===== config.mk =====
export PLATFORM = sky130hd
export DESIGN_NAME = external_interrupt_edge_controller
export DESIGN_NICKNAME = d
export VERILOG_FILES = /design/src/design/eiec_pkg.sv /design/src/design/external_interrupt_edge_controller.sv
export VERILOG_INCLUDE_DIRS = /design/src /design/src/design
export SDC_FILE = /design/constraint.sdc
export NUM_CORES = 1
export LEC_CHECK = 0
export CORE_MARGIN = 3
export CORE_UTILIZATION = 45
export CTS_BUF_LIST = sky130_fd_sc_hd__clkbuf_8
export DETAILED_ROUTE_END_ITERATION = 8
export DONT_BUFFER_PORTS = 1
export GPL_TIMING_DRIVEN = 0
export PLACE_DENSITY = 0.59
export SETUP_SLACK_MARGIN = 0.4
export SLEW_MARGIN = 20
export SYNTH_ARGS = -nofsm -noshare
export SYNTH_HDL_FRONTEND = slang
export SYNTH_SLANG_ARGS = --single-unit

===== constraint.sdc =====
create_clock -name i_clk -period 5.7 [get_ports i_clk]
set_input_delay 0.57 -clock i_clk [delete_from_list [all_inputs] [get_ports i_clk]]
set_output_delay 0.57 -clock i_clk [all_outputs]
set_load 0.1 [all_outputs]

===== src/design/external_interrupt_edge_controller_assert.svh =====
// ============================================================================
// External interrupt edge controller assertion macros
// Clocked assertion shorthands that share the block clock and reset.
// ============================================================================
`ifndef EXTERNAL_INTERRUPT_EDGE_CONTROLLER_ASSERT_SVH
`define EXTERNAL_INTERRUPT_EDGE_CONTROLLER_ASSERT_SVH

// A condition that must hold at every clock edge out of reset.
`define EIEC_ASSERT_ALWAYS(lbl, cond, msg) \
    lbl: assert property (@(posedge i_clk) disable iff (!i_rst_n) (cond)) \
        else $error(msg);

// A condition that must hold in the cycle after a trigger.
`define EIEC_ASSERT_NEXT(lbl, trig, cond, msg) \
    lbl: assert property (@(posedge i_clk) disable iff (!i_rst_n) (trig) |=> (cond)) \
        else $error(msg);

`endif


===== src/design/eiec_pkg.sv =====
`timescale 1ns / 1ps
// ============================================================================
// eiec_pkg
// Types and constants of the external interrupt edge controller.
// ============================================================================
package eiec_pkg;

    localparam int EDGE_LINES     = 23;
    localparam int GPIO_PORTS     = 4;
    localparam int PINS_PER_PORT  = 16;
    localparam int GPIO_BITS      = GPIO_PORTS * PINS_PER_PORT;
    localparam int GPIO_IDX_W     = $clog2(GPIO_BITS);
    localparam int PORT_IDX_W     = $clog2(GPIO_PORTS);
    localparam int PIN_IDX_W      = $clog2(PINS_PER_PORT);
    localparam int GPIO_LINES     = 16;
    localparam int INTERNAL_FIRST = 16;
    localparam int INTERNAL_COUNT = 7;
    localparam int SEL_W          = 4;
    localparam int SEL_PER_WORD   = 4;
    localparam int SEL_WORDS      = GPIO_LINES / SEL_PER_WORD;
    localparam int SEL_WORD_W     = SEL_W * SEL_PER_WORD;

    // Lines that are able to latch a pending bit.
    localparam logic [EDGE_LINES-1:0] PEND_CAPABLE = 23'h7B_FFFF;

    // Line groups of the combined requests.
    localparam logic [EDGE_LINES-1:0] GROUP0_LINES = 23'h00_0003;
    localparam logic [EDGE_LINES-1:0] GROUP1_LINES = 23'h00_000C;
    localparam logic [EDGE_LINES-1:0] GROUP2_LINES = 23'h00_FFF0;

    // Request types.
    localparam logic [1:0] REQ_TICK  = 2'd0;
    localparam logic [1:0] REQ_WRITE = 2'd1;
    localparam logic [1:0] REQ_READ  = 2'd2;

    // Register indexes.
    localparam logic [2:0] REG_MASK = 3'd0;
    localparam logic [2:0] REG_RISE = 3'd1;
    localparam logic [2:0] REG_FALL = 3'd2;
    localparam logic [2:0] REG_PEND = 3'd3;

    typedef struct packed {
        logic [1:0]                req_type;
        logic [2:0]                reg_index;
        logic [31:0]               write_data;
        logic [GPIO_BITS-1:0]      gpio_levels;
        logic [INTERNAL_COUNT-1:0] internal_levels;
    } t_in_item;

    typedef struct packed {
        logic [31:0]           read_data;
        logic [EDGE_LINES-1:0] irq_request;
        logic [2:0]            irq_group;
    } t_out_item;

endpackage


===== src/design/external_interrupt_edge_controller.sv =====
// Latency: a result beat is valid the cycle after its request beat is accepted.
// Throughput: one request per cycle; the single result register is reloaded
// in the same cycle that its beat is taken, so only output stall slows intake.
// Reset: synchronous, active low; all state registers and port selects clear to zero,
// every line masked, and no result beat is pending; the result data register is not reset.
// ============================================================================
// external_interrupt_edge_controller
// Edge detecting interrupt line controller with bus register access.
// ============================================================================
`timescale 1ns / 1ps
`include "external_interrupt_edge_controller_assert.svh"

module external_interrupt_edge_controller
    import eiec_pkg::*;
(
    input  logic      i_clk,
    input  logic      i_rst_n,
    input  logic      i_in_valid,
    output logic      o_in_ready,
    input  t_in_item  i_in_data,
    output logic      o_out_valid,
    input  logic      i_out_ready,
    output t_out_item o_out_data
);

    logic [31:0]                         r_mask,  n_mask;
    logic [EDGE_LINES-1:0]               r_rise,  n_rise;
    logic [EDGE_LINES-1:0]               r_fall,  n_fall;
    logic [EDGE_LINES-1:0]               r_pend,  n_pend;
    logic [EDGE_LINES-1:0]               r_prev,  n_prev;
    logic [SEL_WORDS-1:0][SEL_WORD_W-1:0] r_sel,  n_sel;
    logic                                r_out_valid;
    t_out_item                           r_out,   n_out;

    logic [EDGE_LINES-1:0] w_levels;
    logic [EDGE_LINES-1:0] w_irq;
    logic                  w_in_accept;

    assign o_in_ready  = !r_out_valid || i_out_ready;
    assign w_in_accept = i_in_valid && o_in_ready;
    assign o_out_valid = r_out_valid;
    assign o_out_data  = r_out;

    // Each GPIO line picks its pin from the selected port; out-of-range ports read low.
    always_comb begin
        logic [SEL_W-1:0]      sel;
        logic [GPIO_IDX_W-1:0] pos;
        w_levels = '0;
        for (int i = 0; i < GPIO_LINES; i++) begin
            sel = r_sel[i / SEL_PER_WORD][(i % SEL_PER_WORD) * SEL_W +: SEL_W];
            pos = {sel[PORT_IDX_W-1:0], i[PIN_IDX_W-1:0]};
            if (sel < SEL_W'(GPIO_PORTS)) begin
                w_levels[i] = i_in_data.gpio_levels[pos];
            end
        end
        w_levels[INTERNAL_FIRST +: INTERNAL_COUNT] = i_in_data.internal_levels;
    end

    always_comb begin
        n_mask = r_mask;
        n_rise = r_rise;
        n_fall = r_fall;
        n_pend = r_pend;
        n_prev = r_prev;
        n_sel  = r_sel;
        n_out.read_data = '0;
        case (i_in_data.req_type)
            REQ_TICK: begin
                n_pend = r_pend | (((w_levels & ~r_prev & r_rise)
                                  | (~w_levels & r_prev & r_fall)) & PEND_CAPABLE);
                n_prev = w_levels;
            end
            REQ_WRITE: begin
                case (i_in_data.reg_index)
                    REG_MASK: n_mask = i_in_data.write_data;
                    REG_RISE: n_rise = i_in_data.write_data[EDGE_LINES-1:0];
                    REG_FALL: n_fall = i_in_data.write_data[EDGE_LINES-1:0];
                    REG_PEND: n_pend = r_pend & ~i_in_data.write_data[EDGE_LINES-1:0];
                    default: begin
                        n_sel[i_in_data.reg_index[1:0]] =
                            i_in_data.write_data[SEL_WORD_W-1:0];
                    end
                endcase
            end
            REQ_READ: begin
                case (i_in_data.reg_index)
                    REG_MASK: n_out.read_data = r_mask;
                    REG_RISE: n_out.read_data = 32'(r_rise);
                    REG_FALL: n_out.read_data = 32'(r_fall);
                    REG_PEND: n_out.read_data = 32'(r_pend);
                    default:  n_out.read_data = 32'(r_sel[i_in_data.reg_index[1:0]]);
                endcase
            end
            default: begin
            end
        endcase
        w_irq = n_pend & n_mask[EDGE_LINES-1:0];
        n_out.irq_request  = w_irq;
        n_out.irq_group[0] = |(w_irq & GROUP0_LINES);
        n_out.irq_group[1] = |(w_irq & GROUP1_LINES);
        n_out.irq_group[2] = |(w_irq & GROUP2_LINES);
    end

    always_ff @(posedge i_clk) begin
        if (!i_rst_n) begin
            r_mask      <= '0;
            r_rise      <= '0;
            r_fall      <= '0;
            r_pend      <= '0;
            r_prev      <= '0;
            r_sel       <= '0;
            r_out_valid <= 1'b0;
        end else begin
            if (w_in_accept) begin
                r_mask <= n_mask;
                r_rise <= n_rise;
                r_fall <= n_fall;
                r_pend <= n_pend;
                r_prev <= n_prev;
                r_sel  <= n_sel;
                r_out_valid <= 1'b1;
            end else if (i_out_ready) begin
                r_out_valid <= 1'b0;
            end
        end
    end

    always_ff @(posedge i_clk) begin
        if (w_in_accept) begin
            r_out <= n_out;
        end
    end

    // The held result always reflects the state that its beat left behind.
    `EIEC_ASSERT_ALWAYS(a_irq_matches_state,
        !r_out_valid || (r_out.irq_request == (r_pend & r_mask[EDGE_LINES-1:0])),
        "request vector disagrees with pending and mask state")
    `EIEC_ASSERT_ALWAYS(a_pend_capable_only, (r_pend & ~PEND_CAPABLE) == '0,
        "pending bit set on a line that cannot pend")
    `EIEC_ASSERT_NEXT(a_pend_clear,
        w_in_accept && (i_in_data.req_type == REQ_WRITE) && (i_in_data.reg_index == REG_PEND),
        (r_pend & $past(i_in_data.write_data[EDGE_LINES-1:0])) == '0,
        "pending bits written with one were not cleared")
    `EIEC_ASSERT_NEXT(a_prev_only_on_tick,
        !(w_in_accept && (i_in_data.req_type == REQ_TICK)), $stable(r_prev),
        "previous levels changed without a tick")

endmodule


==> summary.txt, run 1 <==
Status
  • Status: finished, final reports clean

Timing
  • Final min period: 4.506 ns
  • Pins Over Slew Limit: 0
  • Max Clk Rate: approximately 220 MHz
  • Worst Setup Slack, final: 1.194 ns
  • RSZ-0062 raised after global routing: no
  • Final worst clock skew: 0.01890 ns
  • Final Hold Viols: 0
  • Setup violators final: 0
  • Slew margin rel.: 0.2686
  • Worst-Margin Slew: ~1.1 ns
  • Final period utilization: 0.7905

Finish
  • Fin nets: 1357
  • Most frequent cells in the layout: nand2_1, dfxtp_1, a21oi_1
  • Commonest non-fill, non-tap cell in the layout: nand2_1
  • Share of layout cells above drive strength 1: 0.1048
  • Area grow syn2layout: 11.37%
  • Ant. Diodes: 0

Synthesis
  • Sequential-to-total area share from yosys stat: 0.4834
  • Seq cells post-synth: 246
  • Syn Area/Cell: around 9.5 um^2
  • Post-Syn Instances: 1199
  • Synth Warn #: 0
  • Synthesized cell area: around 0.011 mm^2
  • Syn nets: 1311
  • Post-synth EDFFs: 58
  • Share of the synthesized area in the top cell type: 0.3305
  • Yosys top cell by area: dfxtp_1
  • Main synth FF type: dfxtp_1
  • Ys async rst share: 0
  • Netlist cell types: 52
  • Synth area leaders: dfxtp_1, edfxtp_1, mux4_2

Pwr
  • Clock network fraction of total power: 0.411
  • Pwr Total: 3.777 mW
  • Maximum VDD drop: around 0.16 mV
  • Flop pwr share: 0.523
  • Sw frac: 0.2811
  • Logic gate share of total power: 0.065
  • Pleak: between 4 and 5 nW
  • NetSw: roughly 1.1 mW
  • Cell-internal power: roughly 2.7 mW
  • PwrDens: between 200 and 300 mW/mm^2

Setup path
  • Crit path buf inv count: 3
  • CP required: about 6.1 ns
  • CP cell instances: nand2b_1 > nand2_1 > clkinv_1 > nand4b_1 > clkbuf_1 > nor3_2 > buf_2 > mux2i_1 > nor2_1
  • Reg2reg start: o_out_valid
  • Crit Path Category: flop to flop
  • Crit path max-delay family: simple AND/OR/NAND/NOR gates
  • Worst Setup End Kind: flop
  • Worst EP arrival: 4.91 ns
  • Crit path largest cell delay: around 0.94 ns
  • RR Endpoint: r_sel[7]
  • CP max stage cell: nand2b_1
  • Critical path peak fanout: 10
  • R2R Setup Slk: roughly 1.2 ns
  • CP Launch Type: flop
  • R2R cell count: 9

Clock network
  • Clk Latency, worst-skew pair: about 0.54 ns
  • Clk slew on worst S/H paths: about 0.060 ns
  • Total setup buffers inserted after CTS: 0
  • H-tree levels: 2
  • CTS Buf Count: between 40 and 50
  • Root buffer cell: clkbuf_8
  • Longest Clk Path Bufs: 3
  • Post-CTS Resized: 0
  • CTS sink cnt: ~250
  • CTS Hold Bufs: 0
  • CTS tree: built

Die
  • IO Pins: between 150 and 200
  • Die width: ~170 um
  • Row count: 57
  • Die area: 0.02725 mm^2
  • Chip Height: between 150 and 200 um
  • Initial Util: 0.4629
  • Core area: 0.02460 mm^2

Drt
  • Average wire per standard cell: between 20 and 25 um
  • Initial drt markers: 1144
  • Wl on met1: about 16 mm
  • Met2 routed WL: roughly 18 mm
  • Post-Route WL: roughly 38 mm
  • Max layer used: met4
  • DRT antenna net count: 0
  • Pre-Repair DR Iteration Count: 6
  • Vias post-DR: ~9600
  • Vias/cell: between 5 and 6
  • Metal3 WL: approximately 3.3 mm
  • DRC Markers: 0

Flow run
  • Maxcap violations: 0

Global routing
  • Largest net degree at the start of global routing: 46
  • First-pass GRT wire length: 55.82 mm
  • Initial antenna violation count: 0
  • GRT Overall Usage: 0.2731
  • Vias in the first global route: approximately 9000
  • Grt ovf: 0

Worst hold path
  • Tightest Hold Check Type: primary input to flop
  • Hold endpoint: r_pend[22]
  • Worst hold start: i_in_data[93]
  • Hold Path Depth: 1

Place
  • Port Buf Inserts: 0
  • Post-DP HPWL: roughly 27 mm
  • RD Place Congestion: a little over 0.9
  • Pre-CTS setup slack: about 1.2 ns
power by group through the flow:
stage               combinational, mW  sequential (mW)  clock, mW
floorplan                       0.153             2.01          0
global placement                0.235             2.02          0
detailed placement              0.243             2.01          0
CTS                             0.243             1.98       1.57
global route                    0.261             1.98       1.65
finish                          0.246             1.98       1.55
worst reg2reg max path: stages, from the launching register on:
cell	delay (ns)
dfxtp_1	0.64
nand2b_1	0.95
nand2_1	0.47
clkinv_1	0.26
nand4b_1	0.18
clkbuf_1	0.30
nor3_2	0.80
buf_2	0.48
mux2i_1	0.24
nor2_1	0.05
per-stage QoR:
stage | setup TNS [ns] | instance area (um^2) | std cells | hold WS (ns) | util
final | 0 | 12680 | 1603 | 0.1242 | 0.5155
after floorplan | 0 | 11390 | 1199 | 0.4218 | -
after detailed placement | 0 | 11860 | 1524 | 0.4435 | 0.4819
after CTS | 0 | 12680 | 1603 | 0.1049 | 0.5154
after global placement | -0.3776 | 11790 | 1523 | 0.4372 | 0.4793
after global routing | 0 | 12680 | 1603 | 0.1093 | 0.5155
synthesized netlist by cell type, drive strengths merged, types with 2 or more instances:
library cell / count
buf: 19
a211oi: 17
a22oi: 5
or4: 3
a21boi: 2
nor3: 26
a21oi: 148
a221oi: 9
o21ai: 19
nor3b: 12
or2: 2
o22ai: 5
a22o: 10
nand4bb: 4
mux2i: 87
inv: 6
mux2: 11
nand2: 242
and3: 4
dfxtp: 188
clkbuf: 73
and2: 12
nand3: 7
nor2: 121
o2111a: 2
nand2b: 6
a2111oi: 6
mux4: 44
edfxtp: 58
or3: 5
o32ai: 4
a211o: 2
nand3b: 15
nor2b: 14
flip-flops by register name, indices dropped and copies added (netlist names):
signal and count:
r_fall 23, r_pend 23, r_rise 23, o_out_valid 1
o_out_data 58, r_mask 32, r_sel 64, r_prev 22
worst max path at each step:
stage,cells past startpoint,startpoint,end,slack (ns)
3_3_place_gp,6,o_out_valid,r_pend[19],-0.12
2_1_floorplan,6,o_out_valid,r_pend[19],1.36
3_5_place_dp,10,o_out_valid,r_sel[42],1.21
6_report,9,o_out_valid,r_sel[7],1.19
4_1_cts,10,o_out_valid,r_sel[37],1.21
5_1_grt,10,o_out_valid,r_sel[42],0.99
cells by family (layout without fill, tap and decap cells):
kind of cell	count (synthesis)	after routing	share of synthesized area
buf+inv	99	179	0.03428
compound gates	232	232	0.1201
mux	142	142	0.1744
simple gates	480	480	0.1879
flops	246	246	0.4834
per-layer routing:
metal	track usage	vias to the layer above
met4	0.09379	0
met5	0	-
li1	-	4353
met1	0.3755	4647
met2	0.4361	499
met3	0.04814	75
layout make-up:
cell class | instances | area, um^2
clock buffer | 52 | 715.7
timing repair buffer | 1 | 27.53
fill | 2308 | 11920
sequential | 246 | 5505
inverter | 7 | 26.28
tap | 324 | 405.4
buffer | 92 | 369.1
clock inverter | 27 | 110.1
multi-input combinational | 854 | 5524
No activity file was read; power rests on OpenSTA's default activity.
==> inputs of run 2 (changes only) <==
PLACE_DENSITY = 0.61   (was 0.59)
clock period = 3.95 ns   (was 5.7 ns; I/O delays follow)
==> run 2 against run 1 <==
Net effect:
- maximum frequency up 39%
- first-iteration DRC count down 14%
- clock power up 48%
- via count up 0.45%
- critical endpoint is now r_pend[18]
- non-clock buffer count up 25
- register-to-register slack worse by 0.49 ns
- clock-buffer cell count up 4
- die area unchanged
- cell area up 2.3%
- sequential cell count unchanged
- clock skew down 0.0055 ns
- highest routed layer unchanged
- core utilization up 1.2 points
==> summary.txt, run 2 (synthesized netlist as in run 1, its figures left out) <==
Status
  • Status: finished, final reports clean (unchanged)

Pwr
  • Maximum VDD drop: 0.2056 mV (was 0.1553 mV)
  • Pwr Total: 5.522 mW (was 3.777 mW)
  • Pleak: 4.307 nW (was 4.175 nW)
  • PwrDens: 425.5 mW/mm^2 (was 297.8 mW/mm^2)

Clock network
  • CTS tree: built (unchanged)
  • Longest Clk Path Bufs: 3 (unchanged)
  • CTS sink cnt: 246 (unchanged)
  • H-tree levels: 2 (unchanged)
  • Clk Latency, worst-skew pair: 0.54 ns (about the same)
  • CTS Buf Count: 43 (unchanged)
  • Root buffer cell: clkbuf_8 (unchanged)
  • Clk slew on worst S/H paths: 0.06 ns (about the same)

Setup path
  • Worst Setup End Kind: flop (unchanged)
  • Critical path peak fanout: 45 (was 10)
  • CP required: 4.44 ns (was 6.11 ns)
  • CP Launch Type: flop (unchanged)
  • Worst EP arrival: 3.73 ns (was 4.91 ns)
  • Crit Path Category: flop to flop (unchanged)

Drt
  • Vias/cell: 5.915 (was 5.973)
  • DRC Markers: 0 (unchanged)
  • Pre-Repair DR Iteration Count: 6 (unchanged)
  • Initial drt markers: 982 (was 1144)
  • Post-Route WL: 37.47 mm (was 37.77 mm)
  • DRT antenna net count: 0 (unchanged)
  • Vias post-DR: 9617 (was 9574)
  • Average wire per standard cell: 23.05 um (was 23.56 um)

Die
  • Initial Util: 0.4629 (unchanged)
  • IO Pins: 172 (unchanged)
  • Core area: 0.02460 mm^2 (unchanged)
  • Chip Height: 165.1 um (unchanged)
  • Die area: 0.02725 mm^2 (unchanged)
  • Die width: 165.1 um (unchanged)
  • Row count: 57 (unchanged)

Timing
  • RSZ-0062 raised after global routing: no (unchanged)
  • Final Hold Viols: 0 (unchanged)
  • Worst-Margin Slew: 1.201 ns (was 1.089 ns)
  • Final worst clock skew: 0.01336 ns (was 0.01890 ns)
  • Pins Over Slew Limit: 0 (unchanged)
  • Setup violators final: 0 (unchanged)
  • Max Clk Rate: 308.3 MHz (was 221.9 MHz)
  • Final min period: 3.243 ns (was 4.506 ns)
  • Final period utilization: 0.8211 (was 0.7905)
  • Slew margin rel.: 0.1933 (was 0.2686)

Global routing
  • Vias in the first global route: 9165 (was 9164)
  • Initial antenna violation count: 0 (unchanged)
  • First-pass GRT wire length: 55.75 mm (was 55.82 mm)
  • Largest net degree at the start of global routing: 46 (unchanged)
  • GRT Overall Usage: 0.2732 (was 0.2731)
  • Grt ovf: 0 (unchanged)

Finish
  • Fin nets: 1382 (was 1357)
  • Final Util: 0.5274 (was 0.5155)
  • Ant. Diodes: 0 (unchanged)
  • # fillers: 2255 (was 2308)
  • Largest register FFs: 64 (unchanged)
  • Non-filler instance count after layout: 1626 (was 1603)
  • Share of layout cells above drive strength 1: 0.1037 (was 0.1048)
  • Commonest non-fill, non-tap cell in the layout: nand2_1 (unchanged)
  • Area grow syn2layout: 13.95% (was 11.37%)
  • Biggest register: r_sel (unchanged)
  • Final Cell Area: 0.01298 mm^2 (was 0.01268 mm^2)
  • Most frequent cells in the layout: nand2_1, dfxtp_1, a21oi_1 (unchanged)

Place
  • Dpl cell area: 0.01186 mm^2 (about the same)
  • RD Place Congestion: 0.9394 (was 0.9104)
  • Placed cell count: 1524 (unchanged)
  • Post-DP HPWL: 26.33 mm (was 26.83 mm)
  • Port Buf Inserts: 0 (unchanged)

Worst hold path
  • Tightest Hold Check Type: primary input to flop (unchanged)

Flow run
  • Maxcap violations: 0 (unchanged)
run 2: changes by cell type in the layout (fill, tap and decap cells not counted), moves of 3 or more:
cell and delta:
clkinv_2 -7, clkinv_1 -3, inv_1 +3, dlygate4sd3_1 +25, clkbuf_8 +4
run 2: routing by layer:
| metal | track usage | wire (um) | up-vias |
|---|---|---|---|
| met5 | 0 | 0 | - |
| met4 | 0.09989 | 1176 | 0 |
| met3 | 0.05438 | 3748 | 83 |
| met2 | 0.4329 | 17380 | 545 |
| met1 | 0.3721 | 15170 | 4575 |
| li1 | - | - | 4414 |
run 2: area by class of cell:
type	count	area, um^2	area share
buffer	92	370.4	0.02854
clock buffer	56	770.7	0.05939
clock inverter	21	82.58	0.006363
inverter	7	26.28	0.002025
multi-input combinational	854	5538	0.4267
sequential	246	5507	0.4243
tap	324	405.4	0.03124
timing repair buffer	26	277.8	0.02140
run 2: timing repair:
action,in CTS,in global routing
gates cloned,0,0
gates resized for setup,2,4
endpoints found under the hold margin,42,0
buffers inserted,0,0
hold buffers,25,0
endpoints found under the setup margin,62,20
run 2: final timing paths:
| path | start | endpoint | slack [ns] | cells after the start |
|---|---|---|---|---|
| setup / recovery | o_out_valid | r_pend[18] | 0.71 | 7 |
| hold / removal | i_in_data[88] | r_pend[17] | 0.06 | 3 |
| setup reg to reg | o_out_valid | r_pend[18] | 0.71 | 7 |
| hold reg to reg | r_mask[28] | r_mask[28] | 0.45 | 2 |
run 2: through the flow:
step                setup TNS [ns]  setup WS (ns)  hold WS, ns
floorplan                        0         0.6195       0.4218
global placement            -7.602        -0.1897       0.4365
detailed placement          -1.301        -0.1409       0.4422
CTS                              0         0.4623      0.04126
global route                     0         0.5024      0.05695
finish                           0         0.7066      0.05903
run 2: critical path: stages (launching register included):
cell and delay, ns:
dfxtp_2 0.68, nand2b_4 0.32, nand2_1 0.39, clkinv_1 0.28
clkbuf_4 0.41, buf_16 0.29, a41oi_1 0.24, dlygate4sd3_1 0.56
run 2: power breakdown:
part	switching [mW]	internal, mW
clock network	1.03	1.26
registers	0.227	2.63
logic	0.262	0.118
total	1.52	4.01
